--- config.mk ---
export PLATFORM = sky130hd
export DESIGN_NAME = key_value_table
export DESIGN_NICKNAME = d
export VERILOG_FILES = /design/src/sv/kvt_pkg.sv /design/src/sv/key_value_table.sv
export SDC_FILE = /design/constraint.sdc
export NUM_CORES = 1
export LEC_CHECK = 0
export BUFFER_PORTS_ARGS = -buffer_cell sky130_fd_sc_hd__buf_2
export CORE_MARGIN = 3
export CORE_UTILIZATION = 62
export DETAILED_ROUTE_END_ITERATION = 16
export PLACE_DENSITY = 0.8
export SYNTH_ARGS = -nofsm -noshare
export SYNTH_HDL_FRONTEND = slang
export SYNTH_SLANG_ARGS = --single-unit
--- constraint.sdc ---
create_clock -name clk -period 3.9 [get_ports clk]
set_input_delay 0.39 -clock clk [delete_from_list [all_inputs] [get_ports clk]]
set_output_delay 0.39 -clock clk [all_outputs]
set_load 0.02 [all_outputs]
--- src/sv/kvt_pkg.sv ---
`timescale 1ns / 1ps
`default_nettype none

package kvt_pkg;

  localparam int CAPACITY   = 16;
  localparam int KEY_BITS   = 16;
  localparam int VALUE_BITS = 16;

  localparam int IDX_W = (CAPACITY > 1) ? $clog2(CAPACITY) : 1;
  localparam int CNT_W = $clog2(CAPACITY + 1);

  localparam logic [1:0] OP_INSERT = 2'd0;
  localparam logic [1:0] OP_LOOKUP = 2'd1;
  localparam logic [1:0] OP_DELETE = 2'd2;

  typedef enum logic [1:0] {
    ST_IDLE,
    ST_SCAN,
    ST_DONE
  } state_t;

endpackage

`default_nettype wire

--- src/sv/key_value_table.sv ---
`timescale 1ns / 1ps
`default_nettype none

// a full search scans every slot and ends early when the key hits; an unused operation
// code skips the scan and goes straight to the result
// throughput: one item at a time, busy high until the result strobe; the single
// read port scans one slot per cycle
// out_valid lasts one cycle and the receiver cannot stall it
// reset: synchronous active-low, empties the table (valid bits and count), no clearing pass
module key_value_table (
  input  wire                               clk,
  input  wire                               rst_n,
  input  wire                               start,
  output logic                              busy,
  input  wire  [1:0]                        in_operation,
  input  wire  [kvt_pkg::KEY_BITS-1:0]      in_key,
  input  wire  [kvt_pkg::VALUE_BITS-1:0]    in_value,
  output logic                              out_valid,
  output logic                              out_found,
  output logic [kvt_pkg::VALUE_BITS-1:0]    out_old_value,
  output logic                              out_table_full,
  output logic [kvt_pkg::CNT_W-1:0]         out_entry_count
);
  import kvt_pkg::*;

  logic [KEY_BITS-1:0]   key_mem [CAPACITY];
  logic [VALUE_BITS-1:0] val_mem [CAPACITY];

  state_t state_r, state_nxt;

  logic [1:0]            op_r, op_nxt;
  logic [KEY_BITS-1:0]   key_r, key_nxt;
  logic [VALUE_BITS-1:0] val_r, val_nxt;

  logic [CNT_W-1:0] idx_r, idx_nxt;
  logic             cmp_vld_r, cmp_vld_nxt;
  logic [IDX_W-1:0] cmp_idx_r, cmp_idx_nxt;
  logic [KEY_BITS-1:0]   key_q_r;
  logic [VALUE_BITS-1:0] val_q_r;

  logic             hit_r, hit_nxt;
  logic [IDX_W-1:0] hit_idx_r, hit_idx_nxt;
  logic [VALUE_BITS-1:0] old_r, old_nxt;
  logic             free_r, free_nxt;
  logic [IDX_W-1:0] free_idx_r, free_idx_nxt;

  logic [CAPACITY-1:0] slot_valid_r, slot_valid_nxt;
  logic [CNT_W-1:0]    count_r, count_nxt;

  logic                  out_valid_nxt, out_found_nxt, out_full_nxt;
  logic [VALUE_BITS-1:0] out_old_nxt;
  logic [CNT_W-1:0]      out_count_nxt;

  logic             rd_en;
  logic [IDX_W-1:0] rd_addr;
  logic             key_we, val_we;
  logic [IDX_W-1:0] wr_addr;

  assign busy = (state_r != ST_IDLE);

  always_comb begin
    state_nxt      = state_r;
    op_nxt         = op_r;
    key_nxt        = key_r;
    val_nxt        = val_r;
    idx_nxt        = idx_r;
    cmp_vld_nxt    = 1'b0;
    cmp_idx_nxt    = cmp_idx_r;
    hit_nxt        = hit_r;
    hit_idx_nxt    = hit_idx_r;
    old_nxt        = old_r;
    free_nxt       = free_r;
    free_idx_nxt   = free_idx_r;
    slot_valid_nxt = slot_valid_r;
    count_nxt      = count_r;
    out_valid_nxt  = 1'b0;
    out_found_nxt  = out_found;
    out_old_nxt    = out_old_value;
    out_full_nxt   = out_table_full;
    out_count_nxt  = out_entry_count;
    rd_en          = 1'b0;
    rd_addr        = idx_r[IDX_W-1:0];
    key_we         = 1'b0;
    val_we         = 1'b0;
    wr_addr        = hit_idx_r;

    unique case (state_r)
      ST_IDLE: begin
        if (start) begin
          op_nxt   = in_operation;
          key_nxt  = in_key;
          val_nxt  = in_value;
          idx_nxt  = '0;
          hit_nxt  = 1'b0;
          free_nxt = 1'b0;
          if (in_operation == OP_INSERT || in_operation == OP_LOOKUP ||
              in_operation == OP_DELETE) begin
            state_nxt = ST_SCAN;
          end else begin
            state_nxt = ST_DONE;
          end
        end
      end

      ST_SCAN: begin
        // issue one slot read per cycle, compare the slot read last cycle
        if (idx_r < CNT_W'(CAPACITY)) begin
          rd_en       = 1'b1;
          cmp_vld_nxt = 1'b1;
          cmp_idx_nxt = idx_r[IDX_W-1:0];
          idx_nxt     = idx_r + 1'b1;
        end
        if (cmp_vld_r) begin
          if (!slot_valid_r[cmp_idx_r] && !free_r) begin
            free_nxt     = 1'b1;
            free_idx_nxt = cmp_idx_r;
          end
          if (slot_valid_r[cmp_idx_r] && key_q_r == key_r) begin
            hit_nxt     = 1'b1;
            hit_idx_nxt = cmp_idx_r;
            old_nxt     = val_q_r;
            cmp_vld_nxt = 1'b0;
            state_nxt   = ST_DONE;
          end else if (cmp_idx_r == IDX_W'(CAPACITY - 1)) begin
            cmp_vld_nxt = 1'b0;
            state_nxt   = ST_DONE;
          end
        end
      end

      ST_DONE: begin
        out_valid_nxt = 1'b1;
        out_found_nxt = hit_r;
        out_old_nxt   = hit_r ? old_r : '0;
        out_full_nxt  = 1'b0;
        if (op_r == OP_INSERT) begin
          if (hit_r) begin
            val_we = 1'b1;
          end else if (free_r) begin
            key_we                     = 1'b1;
            val_we                     = 1'b1;
            wr_addr                    = free_idx_r;
            slot_valid_nxt[free_idx_r] = 1'b1;
            count_nxt                  = count_r + 1'b1;
          end else begin
            out_full_nxt = 1'b1;
          end
        end else if (op_r == OP_DELETE && hit_r) begin
          slot_valid_nxt[hit_idx_r] = 1'b0;
          count_nxt                 = count_r - 1'b1;
        end
        out_count_nxt = count_nxt;
        state_nxt     = ST_IDLE;
      end

      default: state_nxt = ST_IDLE;
    endcase
  end

  // slot storage: one write port, one registered read port
  always_ff @(posedge clk) begin
    if (key_we) begin
      key_mem[wr_addr] <= key_r;
    end
    if (val_we) begin
      val_mem[wr_addr] <= val_r;
    end
    if (rd_en) begin
      key_q_r <= key_mem[rd_addr];
      val_q_r <= val_mem[rd_addr];
    end
  end

  always_ff @(posedge clk) begin
    if (!rst_n) begin
      state_r      <= ST_IDLE;
      slot_valid_r <= '0;
      count_r      <= '0;
      cmp_vld_r    <= 1'b0;
      out_valid    <= 1'b0;
    end else begin
      state_r      <= state_nxt;
      slot_valid_r <= slot_valid_nxt;
      count_r      <= count_nxt;
      cmp_vld_r    <= cmp_vld_nxt;
      out_valid    <= out_valid_nxt;
    end
  end

  always_ff @(posedge clk) begin
    op_r            <= op_nxt;
    key_r           <= key_nxt;
    val_r           <= val_nxt;
    idx_r           <= idx_nxt;
    cmp_idx_r       <= cmp_idx_nxt;
    hit_r           <= hit_nxt;
    hit_idx_r       <= hit_idx_nxt;
    old_r           <= old_nxt;
    free_r          <= free_nxt;
    free_idx_r      <= free_idx_nxt;
    out_found       <= out_found_nxt;
    out_old_value   <= out_old_nxt;
    out_table_full  <= out_full_nxt;
    out_entry_count <= out_count_nxt;
  end

  a_count_matches_valid: assert property (@(posedge clk) disable iff (!rst_n)
    $countones(slot_valid_r) == 32'(count_r))
    else $error("entry count differs from number of valid slots");

  a_strobe_after_done: assert property (@(posedge clk) disable iff (!rst_n)
    state_r == ST_DONE |=> out_valid)
    else $error("result strobe missing after write-back");

  a_full_not_found: assert property (@(posedge clk) disable iff (!rst_n)
    out_valid && out_table_full |-> !out_found && out_entry_count == CNT_W'(CAPACITY))
    else $error("table full flagged with a hit or room left");

  a_no_read_while_writing: assert property (@(posedge clk) disable iff (!rst_n)
    (key_we || val_we) |-> !rd_en)
    else $error("slot read overlaps write-back");

endmodule

`default_nettype wire

* Yosys cells after proc, flatten, opt, wreduce, memory -nomap -nowiden
Memory sizes are Yosys's and may differ from the RTL's. A register that Yosys moved wholly into a read port is not among the register bits.
Cells that the tools add are included.
** Storage, ports and cells
- Bits in registers :: 117
- Memory bits (writable) :: 512
- Input bits :: 37
- Output and inout bits :: 25
- Logic and storage cells :: 127
- Memories :: 2
** Cells by class
- Add/subtract/negate cells :: 3
- Magnitude comparators :: 6
- Eq/ne operators :: 15
- Multiplexer cells :: 52
- Bitwise operators :: 4
- Reductions and logical operators :: 26
** Memory list
- key_mem :: words 16, bits a word 16, rd ports 1, clocked after Yosys merged registers in 1, wr ports 1, RTL line key_value_table.sv:26 : logic [KEY_BITS-1:0] key_mem [CAPACITY];
- val_mem :: words 16, bits a word 16, rd ports 1, clocked after Yosys merged registers in 1, wr ports 1, RTL line key_value_table.sv:27 : logic [VALUE_BITS-1:0] val_mem [CAPACITY];
** Operator list (number)
- $mux W16 :: 4
- $mux W5 :: 6
- $mux W1 :: 26
- $and A16 B16 Y16 :: 1
- $eq A16 B16 Y1 :: 1
- $mux W4 :: 4
- $not A16 Y16 :: 1
- $or A16 B16 Y16 :: 1
- $lt A4 B5 Y1 const B :: 3
- $ne A2 B2 Y1 const B :: 7
- $reduce_and A3 Y1 :: 4
- $reduce_and A4 Y1 :: 3
- $add A5 B1 Y5 const B :: 2
- $mux W2 :: 5
- $pmux W5 S2 :: 1
- $demux W1 S4 :: 2
- $ge A4 B1 Y1 const B :: 2
- $eq A2 B2 Y1 const B :: 3
- $logic_not A2 Y1 :: 3
- $reduce_and A2 Y1 :: 3
- $reduce_bool A2 Y1 :: 3
- $logic_and A1 B1 Y1 :: 5
- $lt A5 B5 Y1 const B :: 1
- $sub A5 B1 Y5 const B :: 1
- other kinds (10) :: 14

* Depth between registers and ports, before layout
Gate-level depths: netlist of the first run.
- Word-level depth :: 8
- Depth in mapped cells :: 7
- Mapped depth without buffers :: 7

* Least setup slack after synthesis of the first run
Ideal clock, no wire load.
- Path kind :: flip-flop to flip-flop
- Start point :: register state_r[0]
- End point :: memory key_mem[1][0], enable pin
- Library setup time :: 433 ps
- Data arrival time :: 3146 ps
- Path slack :: 321 ps
- Cell stages (with the launch flop) :: 6
- Path buffers :: 1
- Period minus slack after synthesis :: 3579 ps
- Path through :: dfxtp_1 -> nand2b_1 -> inv_1 -> nand2_1 -> clkbuf_1 -> nor4_1
** Between the ends
- Longest elaborated chain between the ends :: 4
- Elaborated cells between the ends (all ways) :: 5
- Classes of those cells :: 1 x eq/ne; 4 x mux
** Ends and longest elaborated chain
- start: declaration :: RTL line key_value_table.sv:29 : state_t state_r, state_nxt;
- start signal: assignment :: RTL line key_value_table.sv:182 : state_r <= state_nxt;
- $eq A2 B2 Y1 * :: RTL line key_value_table.sv:87 : unique case (state_r)
- $mux W1 :: RTL line key_value_table.sv:87
- $mux W1 :: RTL line key_value_table.sv:162 : if (key_we) begin
- $mux W1 (not written as such) :: RTL line key_value_table.sv:163 : key_mem[wr_addr] <= key_r;
- end: declaration :: RTL line key_value_table.sv:26
Every way passes the cells marked *; elsewhere a longest branch is shown, timed or not.

* Worst setup path after layout of the first run
- Start point :: register op_r[0]
- End point :: memory val_mem[3][2], enable pin
** Between the ends
- Longest elaborated chain between the ends :: 5
- Elaborated cells between the ends (all ways) :: 7
- Classes of those cells :: 6 x mux; 1 x reduce/logical
** Ends and longest elaborated chain
- start: declaration :: RTL line key_value_table.sv:31 : logic [1:0] op_r, op_nxt;
- start signal: assignment :: RTL line key_value_table.sv:191 : op_r <= op_nxt;
- $logic_not A2 Y1 * :: RTL line key_value_table.sv:136 : if (op_r == OP_INSERT) begin
- $mux W1 :: RTL line key_value_table.sv:136
- $mux W1 :: RTL line key_value_table.sv:87
- $mux W1 :: RTL line key_value_table.sv:165 : if (val_we) begin
- $mux W1 (not written as such) :: RTL line key_value_table.sv:166 : val_mem[wr_addr] <= val_r;
- end: declaration :: RTL line key_value_table.sv:27
Marked as above.

==> results of run 1 <==
## placed cells by master (no fill, tap or decap), drive strengths merged, types with 4 or more instances in the layout
| cell type | count |
|---|---|
| a21oi | 5 |
| nand2b | 10 |
| buf | 109 |
| dfxtp | 25 |
| and2 | 21 |
| clkbuf | 77 |
| nand2 | 15 |
| o21ai | 16 |
| nor2 | 48 |
| nand3 | 9 |
| o21a | 14 |
| a21boi | 11 |
| dlygate4sd3 | 32 |
| xnor2 | 21 |
| nor3 | 16 |
| mux4 | 164 |
| clkinv | 30 |
| nand4 | 4 |
| or3 | 4 |
| edfxtp | 636 |
| inv | 9 |
## state kept, by name, summed over array words and instances, names as in the netlist, 5 cells and up
name / flops
count_r: 5
idx_r: 5
key_mem: 256
key_q_r: 16
key_r: 16
old_r: 16
out_entry_count: 5
out_old_value: 16
slot_valid_r: 16
val_mem: 256
val_q_r: 16
val_r: 16
## stage by stage
step / total power [mW] / hold WS [ns]
after CTS: 15.1 / 0.0105
after floorplan: 9.21 / 0.400
after detailed placement: 9.58 / 0.407
final: 15.0 / 0.0381
after global routing: 15.5 / 0.00889
after global placement: 9.55 / 0.401
## synthesized netlist by cell type, types with 2 or more instances
master    count
nand3b_1      3
nor3_1       15
or3_1         4
buf_2        16
and3_1        2
nand3_1       9
or2_2         3
dfxtp_1      25
nand2b_1     10
clkbuf_1     27
nor4_1        2
and2_1       21
ha_1          3
nand4_1       4
a31oi_1       2
or4_1         2
o31ai_1       2
and3b_1       2
or4b_1        2
mux4_2      164
nor2_1       47
xor2_1        3
xnor2_1      21
buf_1         5
o21ai_0      16
a21oi_1       5
o21a_1       14
nand2_1      15
a21boi_0      8
edfxtp_1    636
inv_1         7
a21boi_1      3
nor2b_1       2
mux2i_1       3
## layer usage
layer | track usage, % | routed length [µm] | part of all wire, % | vias to the layer above
li1 | - | - | - | 4966
met1 | 38.2 | 20600 | 37 | 6277
met2 | 42.3 | 27300 | 49 | 767
met3 | 6.88 | 5670 | 10 | 148
met4 | 11.4 | 2300 | 4.1 | 0
met5 | 0 | 0 | 0 | -
## what timing repair did
action | in CTS | in global routing
hold buffers | 32 | 0
hold endpoints to repair | 32 | 0
gates resized for setup | 0 | 0
## path summary, 6_finish.rpt
path         slack [ns]                       to            startpoint  cells after the start
max reg2reg        0.77  val_mem[3][2]$_DFFE_PP_     op_r[0]$_DFFE_PP_                      7
min                0.04        op_r[0]$_DFFE_PP_       in_operation[0]                      1
min reg2reg        0.42       old_r[4]$_DFFE_PP_  val_q_r[4]$_DFFE_PP_                      0
max                0.77  val_mem[3][2]$_DFFE_PP_     op_r[0]$_DFFE_PP_                      7
## logic make-up (layout without fill, tap and decap cells)
group | count (synthesis) | count (layout)
DFF | 661 | 661
muxes | 168 | 168
and+or+nand+nor | 151 | 151
AOI/OAI and AO/OA | 58 | 58
buffers and inverters | 57 | 259
xor gates and xnor gates | 24 | 24
adders and majority gates | 3 | 3
## final cells by class
type	instances	area share, %
well taps	518	2.28
multi-input cells	404	18.6
repair buffers	141	3.77
clock inverters	34	0.769
flip-flops and latches	661	68.8
inverters	7	0.0922
clock buffers	77	5.71
## power breakdown
part	leakage (nW)	internal (mW)	switching (mW)
logic	2.14	0.666	0.630
registers	5.96	8.00	0.176
clock network	0.916	3.06	2.50
## worst reg2reg max path: stages, from the launching register on
cell	delay, ns
edfxtp_1	0.52
nor4b_1	0.56
nand2_1	0.15
buf_4	0.24
nor3_1	0.21
o21ai_0	0.32
nor2_2	0.58
buf_12	0.24
==> qor.txt, run 1 <==
status -> finished clean
Port-buffer cells -> 61
Total GRT Usage -> 27.3%
area grow syn2layout -> 13.8%
Initial DRT Pass Iterations -> 5
initial antenna violation count -> 0
dpl hpwl -> 28.4 mm
first-pass GRT wire length -> 82.8 mm
Critical Path RT -> 4.21 ns
DP Area -> 0.0263 mm²
Post-CTS Setup Repair Bufs -> 0
setup ws final -> 0.773 ns
Seq/Total Area, Yosys -> 78.3%
top_reg_cell synth -> edfxtp_1
Wirelength per Cell -> 30.3 µm
area share of the largest cell type after synthesis -> 76.3%
syn_nets -> 1,162
Post-synth ARST share -> 0%
Synth Area in XOR/XNOR -> 0.840%
multiplexer share of the synthesized area -> 14.9%
Routed Antenna Nets -> 0
Max Fclk -> 320 MHz
post-synthesis compound-gate area fraction -> 1.60%
Rel. slew slack -> 33.2%
via count -> 12,200
drt total wl -> 55.9 mm
Least-Margin Pin Slew -> 1.00 ns
Yosys warnings -> 0
Synth Area in Simple Gates -> 3.21%
largest net degree at the start of global routing -> 131
synthesized cell area -> 0.0250 mm²
EDFF count, synth -> 636
pre-CTS setup slack -> 0.888 ns
crit path buf inv count -> 2
fin cells -> 1,842
#FFs+latches synth -> 661
RD Place Congestion -> 0.858
worst vdd ir -> 0.000415 V
Placeable Area -> 0.0393 mm²
Num Clock Sinks -> 661
Clk pin slew, worst setup/hold paths -> 0.06 ns
Root Driver -> clkbuf_16
unrepaired setup endpoints after global routing -> no
Final min period -> 3.13 ns
Setup crit start kind -> flip-flop
Final Cell Area -> 0.0285 mm²
Die Ht -> 207 µm
Avg Synthesized Cell Area -> 22.3 µm²
total power per unit cell area -> 528 mW/mm²
largest family of logic cells by synthesized area -> multiplexers
cts bufs inserted -> 60
Synth Area in Adders -> 0.150%
max incr delay on CP -> 0.58 ns
Die ar. -> 0.0428 mm²
final net count -> 1,315
CP Cell Sequence -> nor4b_1, nand2_1, buf_4, nor3_1, o21ai_0, nor2_2, buf_12
area of the multi-input gates -> 0.00529 mm²
synth top area cells -> edfxtp_1, mux4_2, dfxtp_1, xnor2_1, nor2_1
CP Capture Type -> flip-flop
total grt overflow -> 0
CTS tree -> built
IO Pins -> 62
critical path arrival -> 3.44 ns
post-synth top area cell -> edfxtp_1
Placed Cells -> 1,699
final slew viol count -> 0
Hold Vio Cnt, Final -> 0
Core Util, Final -> 72.5%
initial DRC count -> 1,471
period utilization -> 80.2%
Setup CP Type -> flip-flop to flip-flop
initial core utilization -> 63.7%
Distinct cells, synth -> 53
final setup vio count -> 0
via density per instance -> 6.60
Gate Count Post-Synth -> 1,122
Top Family by Delay on Critical Path -> simple AND/OR/NAND/NOR gates
clock latency on the worst-skew pair -> 0.62 ns
fraction of layout instances using a drive strength above 1 -> 30.1%
crit path max fanout -> 14
antenna cells -> 0
maxcap violations -> 0
vias in the first global route -> 12,700
Die W -> 207 µm
DRC violations left -> 0
Register Area -> 0.0196 mm²
FP Rows -> 72
setup total negative slack -> 0 ns
clock tree buffer depth -> 3
Slowest-stage cell, CP -> nor2_2
Hold Crit Class -> input pin to flip-flop
clk_skew -> 0.0212 ns
Max H-tree Level -> 2
Layout fillers -> 2,156
LEAKAGE -> 9.01 nW
(Power assumes the default switching activity.)
==> inputs of run 2 (changes only) <==
--- a/config.mk
+++ b/config.mk
@@ -5,11 +5,12 @@
 export SDC_FILE = /design/constraint.sdc
 export NUM_CORES = 1
 export LEC_CHECK = 0
+export ABC_AREA = 1
 export BUFFER_PORTS_ARGS = -buffer_cell sky130_fd_sc_hd__buf_2
 export CORE_MARGIN = 3
-export CORE_UTILIZATION = 62
+export CORE_UTILIZATION = 56
 export DETAILED_ROUTE_END_ITERATION = 16
-export PLACE_DENSITY = 0.8
+export PLACE_DENSITY = 0.76
 export SYNTH_ARGS = -nofsm -noshare
 export SYNTH_HDL_FRONTEND = slang
 export SYNTH_SLANG_ARGS = --single-unit
==> constraint.sdc (replaced) <==
create_clock -name clk -period 2.5 [get_ports clk]
set_input_delay 0.25 -clock clk [delete_from_list [all_inputs] [get_ports clk]]
set_output_delay 0.25 -clock clk [all_outputs]
set_load 0.02 [all_outputs]
==> run 2 against run 1 <==
Flip-flop and latch count did not move. Worst setup slack lost 0.58 ns. Synthesized area up 3.8%. Synthesized cell count grew 70%. Clock skew down 0.0045 ns. Maximum frequency is 36% higher. Cell area up 6.1%. Worst hold slack improved by 0.011 ns. Sequential power is 61% higher. Largest cell class unchanged.
==> qor.txt, run 2 <==
status -> finished clean
Rel. slew slack -> 29.8% (-3.4 points)
sequential share of power -> 47.7% (-6.7 points)
Post-synth top cells -> edfxtp_1, nor2_1, nand2_1
Total GRT Usage -> 23.6% (-3.7 points)
synthesized cell area -> 0.0260 mm² (+3.8%)
maxcap violations -> 0 (unchanged)
Wirelength per Cell -> 21.5 µm (-29%)
Die ar. -> 0.0490 mm² (+14%)
period utilization -> 92.1% (+12 points)
EDFF count, synth -> 636 (unchanged)
DP Area -> 0.0278 mm² (+5.7%)
commonest non-fill, non-tap cells in the layout -> edfxtp_1, nor2_1, nand2_1, o21ai_0, inv_1
CP Capture Type -> flip-flop
M2 GR Usage -> 36.2% (-6.1 points)
drt total wl -> 58.1 mm (+4.0%)
Root Driver -> clkbuf_16
Routed Antenna Nets -> 0 (unchanged)
crit path max fanout -> 16 (+2)
Setup crit start kind -> flip-flop
Clk pin slew, worst setup/hold paths -> 0.06 ns (about the same)
Final min period -> 2.30 ns (-0.823 ns)
post-synth top area cell -> edfxtp_1
Top Family by Delay on Critical Path -> simple AND/OR/NAND/NOR gates
setup ws final -> 0.196 ns (-0.577 ns)
LEAKAGE -> 10.3 nW (+15%)
combinational share of power -> 18.8% (+10 points)
Die Ht -> 221 µm (+7.0%)
largest registers -> key_mem (256), val_mem (256)
clock tree buffer depth -> 3 (unchanged)
Slowest-stage cell, CP -> edfxtp_1
area share of the largest cell type after synthesis -> 73.5% (-2.8 points)
r2r startpoint -> op_r[1]$_DFFE_PP_
GRT met1 Usage -> 33.6% (-4.6 points)
top_reg_cell synth -> edfxtp_1
final setup vio count -> 0 (unchanged)
Port-buffer cells -> 61 (unchanged)
Seq/Total Area, Yosys -> 75.4% (-2.9 points)
Setup CP Type -> flip-flop to flip-flop
Critical Path RT -> 2.80 ns (-1.41 ns)
Register Area -> 0.0196 mm² (unchanged)
CTS tree -> built
Max Fclk -> 434 MHz (+36%)
IO Pins -> 62 (unchanged)
pre-CTS setup slack -> 0.156 ns (-0.731 ns)
total power -> 27.7 mW (+84%)
clock power share -> 33.5% (-3.5 points)
Hold Crit Class -> input pin to flip-flop
Worst Setup SP -> op_r[1]$_DFFE_PP_
Crit path top cell by count -> nor2_4
met3 usage -> 4.84% (-2.0 points)
final net count -> 2,093 (+59%)
Avg Synthesized Cell Area -> 13.7 µm² (-39%)
largest net degree at the start of global routing -> 132 (+0.76%)
antenna cells -> 0 (unchanged)
FP Rows -> 78 (+8.3%)
final slew viol count -> 0 (unchanged)
initial DRC count -> 2,039 (+39%)
critical path arrival -> 2.61 ns (-0.83 ns)
internal power -> 19.8 mW (+69%)
max incr delay on CP -> 0.45 ns (-0.13 ns)
via count -> 16,100 (+32%)
DRC violations left -> 0 (unchanged)
top-count cell post-synth -> edfxtp_1
gr busiest metal -> met2
FF-to-FF path depth -> 10 (+3)
initial core utilization -> 57.0% (-6.7 points)
hold depth -> 3 (+2)
Min-Delay Startpoint -> rst_n
P_sw -> 7.93 mW (+140%)
initial antenna violation count -> 2 (+2)
Reg-to-Reg End -> val_mem[13][12]$_DFFE_PP_
Initial DRT Pass Iterations -> 5 (unchanged)
clock latency on the worst-skew pair -> 0.61 ns (about the same)
clk_skew -> 0.0167 ns (-0.00452 ns)
area grow syn2layout -> 16.3%
total grt overflow -> 0 (unchanged)
synth top area cells -> edfxtp_1, nor2_1, o21ai_0, nand2_1, o32ai_1
Max H-tree Level -> 3 (+1)
dpl hpwl -> 35.3 mm (+24%)
worst vdd ir -> 0.000579 V (+40%)
Least-Margin Pin Slew -> 1.05 ns (+0.0491 ns)
Distinct cells, synth -> 41 (-23%)
#FFs+latches synth -> 661 (unchanged)
RD Place Congestion -> 0.877 (+2.2%)
fin cells -> 2,701 (+47%)
Yosys warnings -> 0 (unchanged)
cts bufs inserted -> 66 (+10%)
Placeable Area -> 0.0456 mm² (+16%)
via density per instance -> 5.96 (-9.7%)
fraction of layout instances using a drive strength above 1 -> 14.6% (-16 points)
Sw Ratio -> 28.6% (+6.6 points)
Placed Cells -> 2,548 (+50%)
Layout fillers -> 2,968 (+38%)
area of the multi-input gates -> 0.00562 mm² (+6.2%)
worst hold endpoint -> state_r[1]$_SDFFE_PN0P_
commonest non-fill, non-tap cell in the layout -> edfxtp_1
Die W -> 221 µm (+7.0%)
Final Cell Area -> 0.0302 mm² (+6.1%)
Num Clock Sinks -> 661 (unchanged)
unrepaired setup endpoints after global routing -> no
syn_nets -> 1,943 (+67%)
first-pass GRT wire length -> 88.9 mm (+7.4%)
CP Cell Sequence -> nor2_4, nand2_4, nor2_4, inv_4, o21ai_2, inv_2, nor2_2, nand2_1, nor2_1, buf_12
total power per unit cell area -> 917 mW/mm² (+74%)
vias in the first global route -> 15,700 (+23%)
Hold Vio Cnt, Final -> 0 (unchanged)
Post-synth ARST share -> 0% (unchanged)
crit path buf inv count -> 3 (+1)
Gate Count Post-Synth -> 1,903 (+70%)
R2R setup slack -> 0.20 ns (-0.58 ns)
-- run 2: changes by cell type in the layout (fill, tap and decap cells not counted), sizes merged, moves of 21 or more --
| cell | change |
|---|---|
| nand2 | +172 |
| buf | +41 |
| nor2 | +317 |
| inv | +92 |
| and2 | -21 |
| mux2i | +51 |
| o32ai | +74 |
| o21ai | +148 |
| nand3 | +64 |
| mux4 | -164 |
| o221ai | +54 |
-- run 2: tightest hold or removal path, delay by kind of cell --
| family | cells | cell delay [ns] |
|---|---|---|
| and+or+nand+nor | 2 | 0.15 |
| buffers and inverters | 1 | 0.21 |
-- run 2: layer usage --
metal,wire length (µm),share of wire [%]
met1,23300,40
met3,6120,11
met2,27000,47
met5,17,0.029
met4,1600,2.8
-- run 2: kinds of logic after synthesis --
kind of cell	count (synthesis)	share of synthesized area [%]
flip-flops	661	75.4
AND/OR/NAND/NOR	632	9.87
AO/OA/AOI/OAI	339	8.67
buffers and inverters	199	3.30
multiplexers	54	2.08
XOR/XNOR	15	0.506
adder cells (fa/ha/maj)	3	0.144
-- run 2: what timing repair did --
item,in CTS,in global routing
setup endpoints to repair,0,51
buffers inserted,0,3
hold endpoints to repair,34,0
gates resized for setup,0,2
hold buffers,34,0
-- run 2: worst max path at each step --
stage	depth (start not counted)	end	slack, ns
after detailed placement	10	val_mem[14][6]$_DFFE_PP_	0.16
final	10	val_mem[13][12]$_DFFE_PP_	0.20
after CTS	10	old_r[2]$_DFFE_PP_	0.1
after global placement	10	old_r[13]$_DFFE_PP_	0.16
after global routing	10	key_mem[0][9]$_DFFE_PP_	0.02
after floorplan	6	val_mem[0][0]$_DFFE_PP_	-0.23
-- run 2: through the flow --
step | hold slack, ns | setup TNS [ns] | util (%)
after floorplan | 0.349 | -39.24 | -
after CTS | 0.00505 | 0 | 66.2
after global routing | 0.0548 | 0 | 66.3
after global placement | 0.401 | 0 | 61.1
after detailed placement | 0.405 | 0 | 61.1
final | 0.0490 | 0 | 66.3
-- run 2: area by class of cell --
class | instances | area share [%]
sequential | 661 | 64.9
tap | 600 | 2.49
clock buffer | 78 | 5.69
clock inverter | 38 | 0.982
timing repair buffer | 184 | 6.13
inverter | 97 | 1.23
multi-input combinational | 1043 | 18.6
-- run 2: power groups by stage --
stage / Sequential, mW / Combinational, mW / Clock (mW)
after floorplan: 13.3 / 3.31 / 0
after global placement: 13.4 / 4.88 / 0
after detailed placement: 13.4 / 5.05 / 0
after CTS: 13.2 / 5.13 / 9.41
after global routing: 13.2 / 5.66 / 9.90
final: 13.2 / 5.21 / 9.29
==> inputs of run 3 (changes only) <==
--- a/config.mk
+++ b/config.mk
@@ -11,6 +11,7 @@
 export CORE_UTILIZATION = 56
 export DETAILED_ROUTE_END_ITERATION = 16
 export PLACE_DENSITY = 0.76
+export RECOVER_POWER = 50
 export SYNTH_ARGS = -nofsm -noshare
 export SYNTH_HDL_FRONTEND = slang
 export SYNTH_SLANG_ARGS = --single-unit
==> run 3 against run 2 <==
Global-route usage unchanged. Non-clock buffer count unchanged. Wire length increased by 0.22%. First-iteration DRC count increased by 4.6%. Cell count about the same. Sequential power about the same. Largest cell class unchanged. Highest routed layer unchanged.
==> qor.txt, run 3 (synthesis gave the netlist of run 2 again) <==
initial core utilization -> 57.0% (unchanged)
Hold Crit Class -> input pin to flip-flop
combinational share of power -> 18.6% (-0.2 points)
commonest non-fill, non-tap cell in the layout -> edfxtp_1
RD Place Congestion -> 0.877 (unchanged)
Setup CP Type -> flip-flop to flip-flop
largest registers -> key_mem (256), val_mem (256)
Max Fclk -> 436 MHz (+0.53%)
Port-buffer cells -> 61 (unchanged)
Critical Path RT -> 2.96 ns (+0.16 ns)
first-pass GRT wire length -> 88.9 mm (unchanged)
initial DRC count -> 2,132 (+4.6%)
IO Pins -> 62 (unchanged)
cts bufs inserted -> 66 (unchanged)
clock power share -> 33.6% (about the same)
FF-to-FF path depth -> 7 (-3)
clock tree buffer depth -> 3 (unchanged)
R2R setup slack -> 0.21 ns (about the same)
commonest non-fill, non-tap cells in the layout -> edfxtp_1, nor2_1, nand2_1, o21ai_0, inv_1
largest net degree at the start of global routing -> 132 (unchanged)
unrepaired setup endpoints after global routing -> no
Routed Antenna Nets -> 0 (unchanged)
area grow syn2layout -> 15.7%
DRC violations left -> 0 (unchanged)
Die ar. -> 0.0490 mm² (unchanged)
Final min period -> 2.29 ns (-0.0121 ns)
Layout fillers -> 3,007 (+1.3%)
final setup vio count -> 0 (unchanged)
P_sw -> 7.92 mW (-0.10%)
internal power -> 19.7 mW (-0.23%)
dpl hpwl -> 35.3 mm (unchanged)
Num Clock Sinks -> 661 (unchanged)
final slew viol count -> 0 (unchanged)
Min-Delay Startpoint -> start
Rel. slew slack -> 31.6% (+1.8 points)
hold depth -> 3 (unchanged)
Total GRT Usage -> 23.6% (unchanged)
status -> finished clean
total power -> 27.7 mW (-0.19%)
Root Driver -> clkbuf_16
clk_skew -> 0.0165 ns (-0.000209 ns)
LEAKAGE -> 10.2 nW (-1.7%)
Max H-tree Level -> 3 (unchanged)
via density per instance -> 5.95 (about the same)
Die Ht -> 221 µm (unchanged)
final net count -> 2,093 (unchanged)
worst hold endpoint -> state_r[1]$_SDFFE_PN0P_
total power per unit cell area -> 920 mW/mm² (+0.29%)
r2r startpoint -> idx_r[0]$_SDFFCE_PN0P_
worst vdd ir -> 0.000548 V (-5.4%)
Setup crit start kind -> flip-flop
CP Capture Type -> flip-flop
period utilization -> 91.7% (-0.48 points)
Hold Vio Cnt, Final -> 0 (unchanged)
Reg-to-Reg End -> key_q_r[11]$_DFFE_PP_
Sw Ratio -> 28.6% (about the same)
Placeable Area -> 0.0456 mm² (unchanged)
critical path arrival -> 2.76 ns (+0.15 ns)
initial antenna violation count -> 2 (unchanged)
total grt overflow -> 0 (unchanged)
Core Util, Final -> 66.0% (-0.32 points)
crit path max fanout -> 48 (+32)
clock latency on the worst-skew pair -> 0.60 ns (about the same)
FP Rows -> 78 (unchanged)
Wirelength per Cell -> 21.6 µm (+0.18%)
sequential share of power -> 47.8% (about the same)
Clk pin slew, worst setup/hold paths -> 0.06 ns (about the same)
via count -> 16,100 (-0.062%)
CTS tree -> built
drt total wl -> 58.3 mm (+0.22%)
Die W -> 221 µm (unchanged)
Initial DRT Pass Iterations -> 6 (+1)
fraction of layout instances using a drive strength above 1 -> 11.9% (-2.7 points)
vias in the first global route -> 15,700 (unchanged)
Least-Margin Pin Slew -> 1.02 ns (-0.0262 ns)
maxcap violations -> 0 (unchanged)
## run 3: area by class of cell
type                       instances  area (µm²)  share of cell area [%]
sequential                       661       19600                    65.2
multi-input combinational       1043        5600                    18.6
timing repair buffer             184        1730                    5.75
clock buffer                      78        1720                    5.71
tap                              600         751                    2.50
inverter                          97         372                    1.24
clock inverter                    38         297                   0.986
antenna                            1        2.50                 0.00832
## run 3: worst max path at each step
| stage | from | endpoint | slack (ns) | depth (start not counted) |
|---|---|---|---|---|
| after floorplan | state_r[0]$_SDFFE_PN0P_ | val_mem[0][0]$_DFFE_PP_ | -0.23 | 6 |
| after global placement | key_r[12]$_DFFE_PP_ | old_r[13]$_DFFE_PP_ | 0.16 | 10 |
| after detailed placement | op_r[1]$_DFFE_PP_ | val_mem[14][6]$_DFFE_PP_ | 0.16 | 10 |
| after CTS | key_r[12]$_DFFE_PP_ | old_r[2]$_DFFE_PP_ | 0.1 | 10 |
| after global routing | op_r[0]$_DFFE_PP_ | key_mem[0][9]$_DFFE_PP_ | 0.04 | 10 |
| final | idx_r[0]$_SDFFCE_PN0P_ | key_q_r[11]$_DFFE_PP_ | 0.21 | 7 |
## run 3: routing by layer
layer	vias to the layer above	track usage, %	share of wire (%)
met5	-	0	0.029
met4	2	9.20	2.7
met1	7828	33.6	40
met2	844	36.2	47
met3	116	4.84	10
li1	7300	-	-
## run 3: what timing repair did
item,4_1_cts,5_1_grt
hold buffers,34,0
setup buffers,0,3
gates resized for setup,0,2
endpoints found under the setup margin,0,51
endpoints found under the hold margin,34,0
## run 3: power by group through the flow
stage	Combinational, mW	Clock, mW	Sequential (mW)
finish	5.16	9.28	13.2
global route	5.60	9.90	13.2
CTS	5.13	9.41	13.2
detailed placement	5.05	0	13.4
global placement	4.88	0	13.4
floorplan	3.31	0	13.3
## run 3: metrics by stage
step	hold slack (ns)	worst slack, ns	cell area [µm²]	setup TNS [ns]	std cells
floorplan	0.349	-0.233	26000	-39.24	1903
global placement	0.401	0.156	27800	0	2548
detailed placement	0.405	0.156	27800	0	2548
CTS	0.00505	0.0963	30200	0	2698
global route	0.0548	0.0370	30100	0	2701
finish	0.0423	0.208	30100	0	2702
## run 3: critical path, stage by stage, from the launching register on
cell and delay, ns:
edfxtp_1 0.53, inv_6 0.42, buf_12 0.31, buf_4 0.17, nor2_1 0.05, o32ai_1 0.41
nand2_1 0.11, nand3_1 0.13
